`src/sv/scpa_pkg.sv`:
```
// Shared types, codes and helpers for the size-class pool allocator.
// Used by scpa_layout and size_class_pool_allocator_unit; depends on nothing.
package scpa_pkg;

  localparam int BLOCKS_PER_CLASS_DEF = 8;
  localparam int NUM_CLASSES_DEF      = 3;
  localparam int HEADER_BYTES_DEF     = 8;

  // Classes that have a log2 register; any further class uses a fixed size.
  localparam int CFG_CLASSES = 3;

  localparam logic [3:0] LOG2_MIN = 4'd4;
  localparam logic [3:0] LOG2_MAX = 4'd12;

  typedef enum logic [1:0] {
    CMD_INIT  = 2'd0,
    CMD_ALLOC = 2'd1,
    CMD_FREE  = 2'd2,
    CMD_NONE  = 2'd3
  } cmd_t;

  typedef enum logic [1:0] {
    ST_OK       = 2'd0,
    ST_EMPTY    = 2'd1,
    ST_TOO_BIG  = 2'd2,
    ST_BAD_FREE = 2'd3
  } status_t;

  typedef enum logic [1:0] {
    REG_AREA_BASE = 2'd0,
    REG_CLASS0    = 2'd1,
    REG_CLASS1    = 2'd2,
    REG_CLASS2    = 2'd3
  } reg_idx_t;

  function automatic logic [3:0] clamp_log2(input logic [3:0] v);
    logic [3:0] r;
    r = v;
    if (v < LOG2_MIN) begin
      r = LOG2_MIN;
    end else if (v > LOG2_MAX) begin
      r = LOG2_MAX;
    end
    return r;
  endfunction

endpackage

```
`src/sv/scpa_ram.sv`:
```
// Generic single-port-write, single-port-read RAM with a registered read.
// No package dependencies; holds the per-class free stacks.
module scpa_ram #(
  parameter int WIDTH = 8,
  parameter int DEPTH = 16,
  localparam int AW = (DEPTH > 1) ? $clog2(DEPTH) : 1
) (
  input  logic             clk,
  input  logic             we,
  input  logic [AW-1:0]    waddr,
  input  logic [WIDTH-1:0] wdata,
  input  logic             re,
  input  logic [AW-1:0]    raddr,
  output logic [WIDTH-1:0] rdata
);

  logic [WIDTH-1:0] mem [DEPTH];

  always_ff @(posedge clk) begin
    if (we) begin
      mem[waddr] <= wdata;
    end
    if (re) begin
      rdata <= mem[raddr];
    end
  end

endmodule

```
`src/sv/scpa_layout.sv`:
```
// Configuration registers and the derived class layout (block size, region base).
// Depends on scpa_pkg. Region bases are rebuilt one class per cycle after a write.
module scpa_layout
  import scpa_pkg::*;
#(
  parameter int BLOCKS_PER_CLASS = BLOCKS_PER_CLASS_DEF,
  parameter int NUM_CLASSES      = NUM_CLASSES_DEF
) (
  input  logic        clk,
  input  logic        rst_n,
  input  logic        cfg_wr,
  input  logic [1:0]  cfg_index,
  input  logic [31:0] cfg_data,
  output logic [3:0]  lg   [NUM_CLASSES],
  output logic [31:0] base [NUM_CLASSES],
  output logic        settling
);

  localparam int SW = $clog2(NUM_CLASSES + 1);

  logic [31:0]   area_base_r;
  logic [3:0]    log2_r [CFG_CLASSES];
  logic [31:0]   base_r [NUM_CLASSES];
  logic [SW-1:0] settle_r;

  always_ff @(posedge clk) begin
    if (!rst_n) begin
      area_base_r <= '0;
      log2_r[0]   <= 4'd4;
      log2_r[1]   <= 4'd5;
      log2_r[2]   <= 4'd6;
      settle_r    <= SW'(NUM_CLASSES);
    end else begin
      if (cfg_wr) begin
        settle_r <= SW'(NUM_CLASSES);
        case (reg_idx_t'(cfg_index))
          REG_AREA_BASE: area_base_r <= cfg_data;
          REG_CLASS0:    log2_r[0]   <= cfg_data[3:0];
          REG_CLASS1:    log2_r[1]   <= cfg_data[3:0];
          REG_CLASS2:    log2_r[2]   <= cfg_data[3:0];
          default:       area_base_r <= area_base_r;
        endcase
      end else if (settle_r != '0) begin
        settle_r <= settle_r - SW'(1);
      end
    end
  end

  for (genvar c = 0; c < NUM_CLASSES; c++) begin : g_class
    if (c < CFG_CLASSES) begin : g_reg
      assign lg[c] = clamp_log2(log2_r[c]);
    end else begin : g_fixed
      assign lg[c] = clamp_log2(4'(int'(LOG2_MIN) + c));
    end

    // Each base is the previous base plus the previous class's region span.
    if (c == 0) begin : g_first
      always_ff @(posedge clk) begin
        base_r[c] <= area_base_r;
      end
    end else begin : g_next
      always_ff @(posedge clk) begin
        base_r[c] <= base_r[c-1] + (32'(BLOCKS_PER_CLASS) << lg[c-1]);
      end
    end

    assign base[c] = base_r[c];
  end

  assign settling = (settle_r != '0);

endmodule

```
`src/sv/size_class_pool_allocator_unit.sv`:
```
// Top level of the size-class pool allocator: command decode, free-list counters,
// free-stack RAM and result register. Depends on scpa_pkg, scpa_layout, scpa_ram.
//
// Usage:
//   A request (in_cmd, in_req_bytes, in_mem_addr) is taken at a clock edge with
//   start high and busy low. Commands: init rebuilds every free list, allocate
//   pops the first class whose payload fits, free pushes a block back.
//   Every request gives exactly one result on out_payload_addr, out_status and
//   out_size_class, shown for one cycle with out_strobe high, after passing the
//   request register s1_r and then the output registers. The receiver
//   cannot stall; results are simply presented.
//   A new request can be taken every cycle while busy is low: the free stacks
//   live in one synchronous RAM, a pop reads it in the request cycle and the
//   returned block index forms the address in the following cycle.
//   Configuration writes (cfg_valid, cfg_index, cfg_data; cfg_ready is always
//   high) are made while no request is in flight. After each write, and after
//   reset, busy stays high while the region bases are rebuilt one class per
//   cycle.
//   Reset (rst_n low, synchronous) restores the register defaults and fills
//   every class with its blocks, block 0 handed out first. No clearing pass
//   over the RAM is needed: a per-class low mark tells which stack slots hold
//   their initial contents.
module size_class_pool_allocator_unit
  import scpa_pkg::*;
#(
  parameter int BLOCKS_PER_CLASS = BLOCKS_PER_CLASS_DEF,
  parameter int NUM_CLASSES      = NUM_CLASSES_DEF,
  parameter int HEADER_BYTES     = HEADER_BYTES_DEF
) (
  input  logic        clk,
  input  logic        rst_n,
  input  logic        start,
  output logic        busy,
  input  logic [1:0]  in_cmd,
  input  logic [15:0] in_req_bytes,
  input  logic [31:0] in_mem_addr,
  input  logic        cfg_valid,
  output logic        cfg_ready,
  input  logic [1:0]  cfg_index,
  input  logic [31:0] cfg_data,
  output logic        out_strobe,
  output logic [31:0] out_payload_addr,
  output logic [1:0]  out_status,
  output logic [1:0]  out_size_class
);

  localparam int CW    = $clog2(BLOCKS_PER_CLASS + 1);
  localparam int PW    = (BLOCKS_PER_CLASS > 1) ? $clog2(BLOCKS_PER_CLASS) : 1;
  localparam int CLW   = (NUM_CLASSES > 1) ? $clog2(NUM_CLASSES) : 1;
  localparam int DEPTH = NUM_CLASSES * BLOCKS_PER_CLASS;
  localparam int AW    = (DEPTH > 1) ? $clog2(DEPTH) : 1;

  typedef struct packed {
    logic           valid;
    logic           alloc;
    logic [1:0]     status;
    logic [CLW-1:0] cls;
    logic           dflt;
    logic [PW-1:0]  pos;
  } stage_t;

  logic [3:0]  lg   [NUM_CLASSES];
  logic [31:0] base [NUM_CLASSES];
  logic        settling;
  logic        accept;

  logic [CW-1:0] cnt_r  [NUM_CLASSES];
  logic [CW-1:0] cnt_nxt[NUM_CLASSES];
  // Lowest count reached since init; slots below it still hold init contents.
  logic [CW-1:0] mark_r  [NUM_CLASSES];
  logic [CW-1:0] mark_nxt[NUM_CLASSES];

  stage_t s1_r, s1_nxt;

  logic          ram_we, ram_re;
  logic [AW-1:0] ram_waddr, ram_raddr;
  logic [PW-1:0] ram_wdata, ram_rdata;

  logic [NUM_CLASSES-1:0] fits, hits;
  logic [31:0]            offs [NUM_CLASSES];
  logic [31:0]            blk_addr;

  logic [CLW-1:0] a_cls, f_cls;
  logic           a_any, f_any;
  logic [CW-1:0]  a_cnt, f_cnt;
  logic [31:0]    f_mask;

  logic [31:0] out_addr_nxt;
  logic [PW-1:0] blk;

  scpa_layout #(
    .BLOCKS_PER_CLASS(BLOCKS_PER_CLASS),
    .NUM_CLASSES     (NUM_CLASSES)
  ) u_layout (
    .clk      (clk),
    .rst_n    (rst_n),
    .cfg_wr   (cfg_valid && cfg_ready),
    .cfg_index(cfg_index),
    .cfg_data (cfg_data),
    .lg       (lg),
    .base     (base),
    .settling (settling)
  );

  scpa_ram #(
    .WIDTH(PW),
    .DEPTH(DEPTH)
  ) u_stack (
    .clk  (clk),
    .we   (ram_we),
    .waddr(ram_waddr),
    .wdata(ram_wdata),
    .re   (ram_re),
    .raddr(ram_raddr),
    .rdata(ram_rdata)
  );

  assign cfg_ready = 1'b1;
  assign busy      = settling;
  assign accept    = start && !busy;
  assign blk_addr  = in_mem_addr - 32'(HEADER_BYTES);

  // Per-class checks run side by side; the lowest matching class wins.
  always_comb begin
    logic [31:0] bb;
    logic [31:0] pay;
    for (int c = 0; c < NUM_CLASSES; c++) begin
      bb      = 32'd1 << lg[c];
      pay     = (bb > 32'(HEADER_BYTES)) ? bb - 32'(HEADER_BYTES) : 32'd0;
      fits[c] = ({16'd0, in_req_bytes} <= pay);
      offs[c] = blk_addr - base[c];
      hits[c] = (offs[c] < (32'(BLOCKS_PER_CLASS) << lg[c]));
    end
    a_cls = '0;
    f_cls = '0;
    for (int c = NUM_CLASSES - 1; c >= 0; c--) begin
      if (fits[c]) begin
        a_cls = CLW'(c);
      end
      if (hits[c]) begin
        f_cls = CLW'(c);
      end
    end
    a_any = |fits;
    f_any = |hits;
  end

  assign a_cnt  = cnt_r[a_cls];
  assign f_cnt  = cnt_r[f_cls];
  assign f_mask = (32'd1 << lg[f_cls]) - 32'd1;

  always_comb begin
    cnt_nxt   = cnt_r;
    mark_nxt  = mark_r;
    ram_we    = 1'b0;
    ram_re    = 1'b0;
    ram_waddr = AW'(int'(f_cls) * BLOCKS_PER_CLASS + int'(f_cnt));
    ram_wdata = PW'(offs[f_cls] >> lg[f_cls]);
    ram_raddr = AW'(int'(a_cls) * BLOCKS_PER_CLASS + int'(a_cnt) - 1);
    s1_nxt        = '0;
    s1_nxt.valid  = accept;
    s1_nxt.status = ST_OK;
    if (accept) begin
      case (cmd_t'(in_cmd))
        CMD_INIT: begin
          for (int c = 0; c < NUM_CLASSES; c++) begin
            cnt_nxt[c]  = CW'(BLOCKS_PER_CLASS);
            mark_nxt[c] = CW'(BLOCKS_PER_CLASS);
          end
        end
        CMD_ALLOC: begin
          if (!a_any) begin
            s1_nxt.status = ST_TOO_BIG;
          end else if (a_cnt == '0) begin
            s1_nxt.status = ST_EMPTY;
          end else begin
            ram_re         = 1'b1;
            s1_nxt.alloc   = 1'b1;
            s1_nxt.cls     = a_cls;
            s1_nxt.pos     = PW'(a_cnt - CW'(1));
            // A slot never pushed since init still holds its initial index.
            s1_nxt.dflt    = (a_cnt == mark_r[a_cls]);
            cnt_nxt[a_cls] = a_cnt - CW'(1);
            if (a_cnt == mark_r[a_cls]) begin
              mark_nxt[a_cls] = a_cnt - CW'(1);
            end
          end
        end
        CMD_FREE: begin
          if (f_any && ((offs[f_cls] & f_mask) == 32'd0)
              && (f_cnt < CW'(BLOCKS_PER_CLASS))) begin
            ram_we         = 1'b1;
            s1_nxt.cls     = f_cls;
            cnt_nxt[f_cls] = f_cnt + CW'(1);
          end else begin
            s1_nxt.status = ST_BAD_FREE;
          end
        end
        default: begin
          s1_nxt.status = ST_OK;
        end
      endcase
    end
  end

  assign blk = s1_r.dflt ? (PW'(BLOCKS_PER_CLASS - 1) - s1_r.pos) : ram_rdata;
  assign out_addr_nxt = s1_r.alloc
      ? base[s1_r.cls] + (32'(blk) << lg[s1_r.cls]) + 32'(HEADER_BYTES)
      : 32'd0;

  always_ff @(posedge clk) begin
    if (!rst_n) begin
      for (int c = 0; c < NUM_CLASSES; c++) begin
        cnt_r[c]  <= CW'(BLOCKS_PER_CLASS);
        mark_r[c] <= CW'(BLOCKS_PER_CLASS);
      end
      s1_r       <= '0;
      out_strobe <= 1'b0;
    end else begin
      cnt_r      <= cnt_nxt;
      mark_r     <= mark_nxt;
      s1_r       <= s1_nxt;
      out_strobe <= s1_r.valid;
    end
  end

  always_ff @(posedge clk) begin
    out_payload_addr <= out_addr_nxt;
    out_status       <= s1_r.status;
    out_size_class   <= 2'(s1_r.cls);
  end

`ifndef SYNTHESIS
  a_strobe_follows_request: assert property (@(posedge clk) disable iff (!rst_n)
    out_strobe |-> $past(accept, 2))
    else $error("result strobe without a request two cycles earlier");

  a_fail_zero_addr: assert property (@(posedge clk) disable iff (!rst_n)
    (out_strobe && out_status != ST_OK) |-> (out_payload_addr == 32'd0))
    else $error("failed request returned a nonzero address");

  a_cfg_holds_off: assert property (@(posedge clk) disable iff (!rst_n)
    (cfg_valid && cfg_ready) |=> busy)
    else $error("request path open while the layout is rebuilding");

  for (genvar c = 0; c < NUM_CLASSES; c++) begin : g_chk
    a_mark_le_count: assert property (@(posedge clk) disable iff (!rst_n)
      (mark_r[c] <= cnt_r[c]) && (cnt_r[c] <= CW'(BLOCKS_PER_CLASS)))
      else $error("free-list low mark or count out of order");
  end
`endif

endmodule
```
`config.mk`:
```
export PLATFORM = sky130hd
export DESIGN_NAME = size_class_pool_allocator_unit
export DESIGN_NICKNAME = d
export VERILOG_FILES = /design/src/sv/scpa_pkg.sv /design/src/sv/scpa_ram.sv /design/src/sv/scpa_layout.sv /design/src/sv/size_class_pool_allocator_unit.sv
export SDC_FILE = /design/constraint.sdc
export NUM_CORES = 1
export LEC_CHECK = 0
export ABC_AREA = 1
export BUFFER_PORTS_ARGS = -buffer_cell sky130_fd_sc_hd__buf_4
export CAP_MARGIN = 40
export CORE_ASPECT_RATIO = 0.5
export CORE_MARGIN = 1
export CORE_UTILIZATION = 45
export CTS_CLUSTER_SIZE = 12
export DETAILED_ROUTE_END_ITERATION = 12
export GPL_ROUTABILITY_DRIVEN = 1
export GPL_TIMING_DRIVEN = 0
export PLACE_DENSITY = 0.68
export SYNTH_ARGS = -nofsm -noshare
export SYNTH_HDL_FRONTEND = slang
export SYNTH_SLANG_ARGS = --single-unit
```
`constraint.sdc`:
```
create_clock -name clk -period 10.6 [get_ports clk]
set_input_delay 1.06 -clock clk [delete_from_list [all_inputs] [get_ports clk]]
set_output_delay 1.06 -clock clk [all_outputs]
set_load 0.02 [all_outputs]
```
==> metrics.txt <==
EDFF count, synth=87; startpoint types=input pin; area grow syn2layout=12.3%; Post-synth top cells=1168 x nand2_1, 661 x inv_1, 452 x nor2_1; status=finished, final reports clean; Post-Route Skew=0.0221 ns; clock buffer depth=3; Post-Syn Area per Cell=6.44 um2; Worst-path clk slew=0.07 ns; Synth Area in Compound Gates=12.1%; adder-cell share of the synthesized area=14.0%; post-synth cell types=62; Max Clk Rate=0.117 GHz; Vias/cell=5.42; Critical Path RT=10.89 ns; Final Power=0.00422 W; First-pass DRT Iterations=6; Skew-Pair Late Insertion Delay=0.64 ns; Min-Delay Startpoint=u_layout.area_base_r[11]; Multi-input gate area=16800 um2; Ys Warns=0; largest family of logic cells by synthesized area=simple AND/OR/NAND/NOR gates; Core ar.=56400 um2; fin area=29300 um2; Final Util=51.9%; RePlAce Congestion=1.05; CTS sink cnt=288; Core Rows=61; type of destination of the critical path=flop; dpl hpwl=81.6 mm; Min-Delay Path Class=flop to flop; slew margin rel.=28.8%; num ports=127; CTS buffer count=31; largest net degree at the start of global routing=20; CP max FO=8; reg-to-reg startpoint=s1_r[4]; WHS=0.330 ns; Cells after Synth=4050; P_leak=15.1 nW; drt total wl=97.1 mm; post-place instance area=28300 um2; Synth Area in Simple Gates=32.5%; Peak VDD IR=126 uV; final net count=4664; Period minus WS final=8.56 ns; post-CTS setup buffer count=0; DRC violations left=0; XOR/XNOR share of the synthesized area=4.91%; worst setup path start=in_mem_addr[3]; ys flop type=dfxtp_1; total grt overflow=0; Final Cycle Share=80.8%; most common cell type on the critical path=nand2_1; Post-synth ARST share=0%; die height=172 um; htree depth=1; root buf cell=clkbuf_16; synthesized cell area=26100 um2; slowest CP cell=xor2_1; MaxCap Viol Count=0; Crit Path Class=input pin to flop; global-route wire length before repair=145 mm; number of synthesized register bits=288; CTS resizes=0; IO Port Bufs=124; DR WL/cell=19.2 um; pwr/cell area=144 nW/um2; Critical Path AT=8.85 ns; iteration-0 DRC count of the detailed router=3264; initial core utilization=46.2%; Final setup viols=0; CTS tree=built; top cells by area, synth=nand2_1 17%, dfxtp_1 15%, ha_1 13%; Seq/Total Area, Yosys=25.5%; mux contribution to synthesized area=0%; Die Area=59000 um2; antenna violations before repair=1; Vias=27.5k; die width=342 um; Synth top area share=16.8%; ratio of cells with drive above 1 in the final layout=6.31%; Yosys top cell by area=nand2_1; Antenna Nets Post-Route=0; final hold vios=0; RSZ-0062 raised after global routing=false; CP peak stage delay=0.79 ns; hold_buf cts=0; GR Util All Layers=32.7%; final slew viol count=0; FF/Latch Area=6640 um2; vias in the first global route=25.0k; most common cell in the netlist=nand2_1; Worst Tran Pin Value=1.07 ns; fill count=5866
[through the flow]
step           TNS [ns]  setup WS (ns)  cells
2_1_floorplan         0           3.87   4113
3_3_place_gp     -21.79         -0.514   4993
3_5_place_dp          0           1.74   5009
4_1_cts               0           2.41   5064
5_1_grt               0           1.81   5066
6_report              0           2.04   5068
[final cells by class]
class | count | share of cell area (%)
timing repair buffer | 142 | 3.70
tap | 756 | 3.23
sequential | 288 | 22.7
inverter | 673 | 8.63
clock inverter | 9 | 0.256
clock buffer | 46 | 2.94
antenna | 2 | 0.0171
multi-input combinational | 3079 | 57.4
buffer | 73 | 1.14
[report_power, final]
part	internal (W)	switching, W
Combinational	0.000577	0.00133
Sequential	0.00122	0.0000358
Clock	0.000564	0.000496
[flip-flops by register name, indices dropped and copies added (netlist names)]
register	count
u_layout.base_r	96
out_size_class	2
u_layout.log2_r	12
out_status	2
cnt_r	12
s1_r	10
mark_r	12
u_stack.mem	72
u_layout.area_base_r	32
u_layout.settle_r	2
u_stack.rdata	3
out_strobe	1
out_payload_addr	32
[per-layer routing]
metal / GRT usage, % / part of all wire, % / vias up / routed length [um]
li1: - / - / 13421 / -
met1: 48.1 / 47 / 12750 / 45400
met2: 48.2 / 40 / 1191 / 38900
met3: 6.52 / 11 / 127 / 10500
met4: 8.07 / 2.5 / 0 / 2400
met5: 0 / 0 / - / 0
[kinds of logic (layout without fill, tap and decap cells)]
| family | count (synthesis) | after routing |
|---|---|---|
| other cells | 2 | 67 |
| fa+ha+maj | 288 | 288 |
| simple gates | 2025 | 2025 |
| flops | 288 | 288 |
| compound gates | 555 | 555 |
| buf+inv | 746 | 943 |
| xor+xnor | 146 | 146 |
[cells in the final DEF, fill, tap and decap left out, drive strengths merged, types with 7 or more instances in the layout]
master  count
inv       669
buf       160
o211ai     28
xnor2      38
nand2    1184
clkinv     13
a21o        8
and2        8
nand4      62
a211oi     10
a22oi      15
nor4        8
conb       65
o21bai      8
nand3b     18
o21a       16
dfxtp     201
fa          7
edfxtp     87
xor2      108
a31oi      13
nor3       37
ha        281
nand3     225
o22ai      10
or2        11
o221ai     12
o21ai     189
a21oi     233
clkbuf    101
nor2      467
[path summary, 6_finish.rpt]
path                            endpoint  slack, ns  depth (start not counted)
hold / removal    u_layout.base_r[0][11]       0.33                          0
hold reg to reg   u_layout.base_r[0][11]       0.33                          0
setup / recovery       u_stack.mem[1][0]       2.04                         36
setup reg to reg    out_payload_addr[31]       2.80                         27
[worst max-delay path, delay by kind of cell]
kind | cells | cell delay, ns
XOR/XNOR | 2 | 0.95
adder cells (fa/ha/maj) | 3 | 1.09
AO/OA/AOI/OAI | 4 | 1.10
AND/OR/NAND/NOR | 22 | 3.60
buffers and inverters | 5 | 0.97
Power figures use the tool's default switching activity.
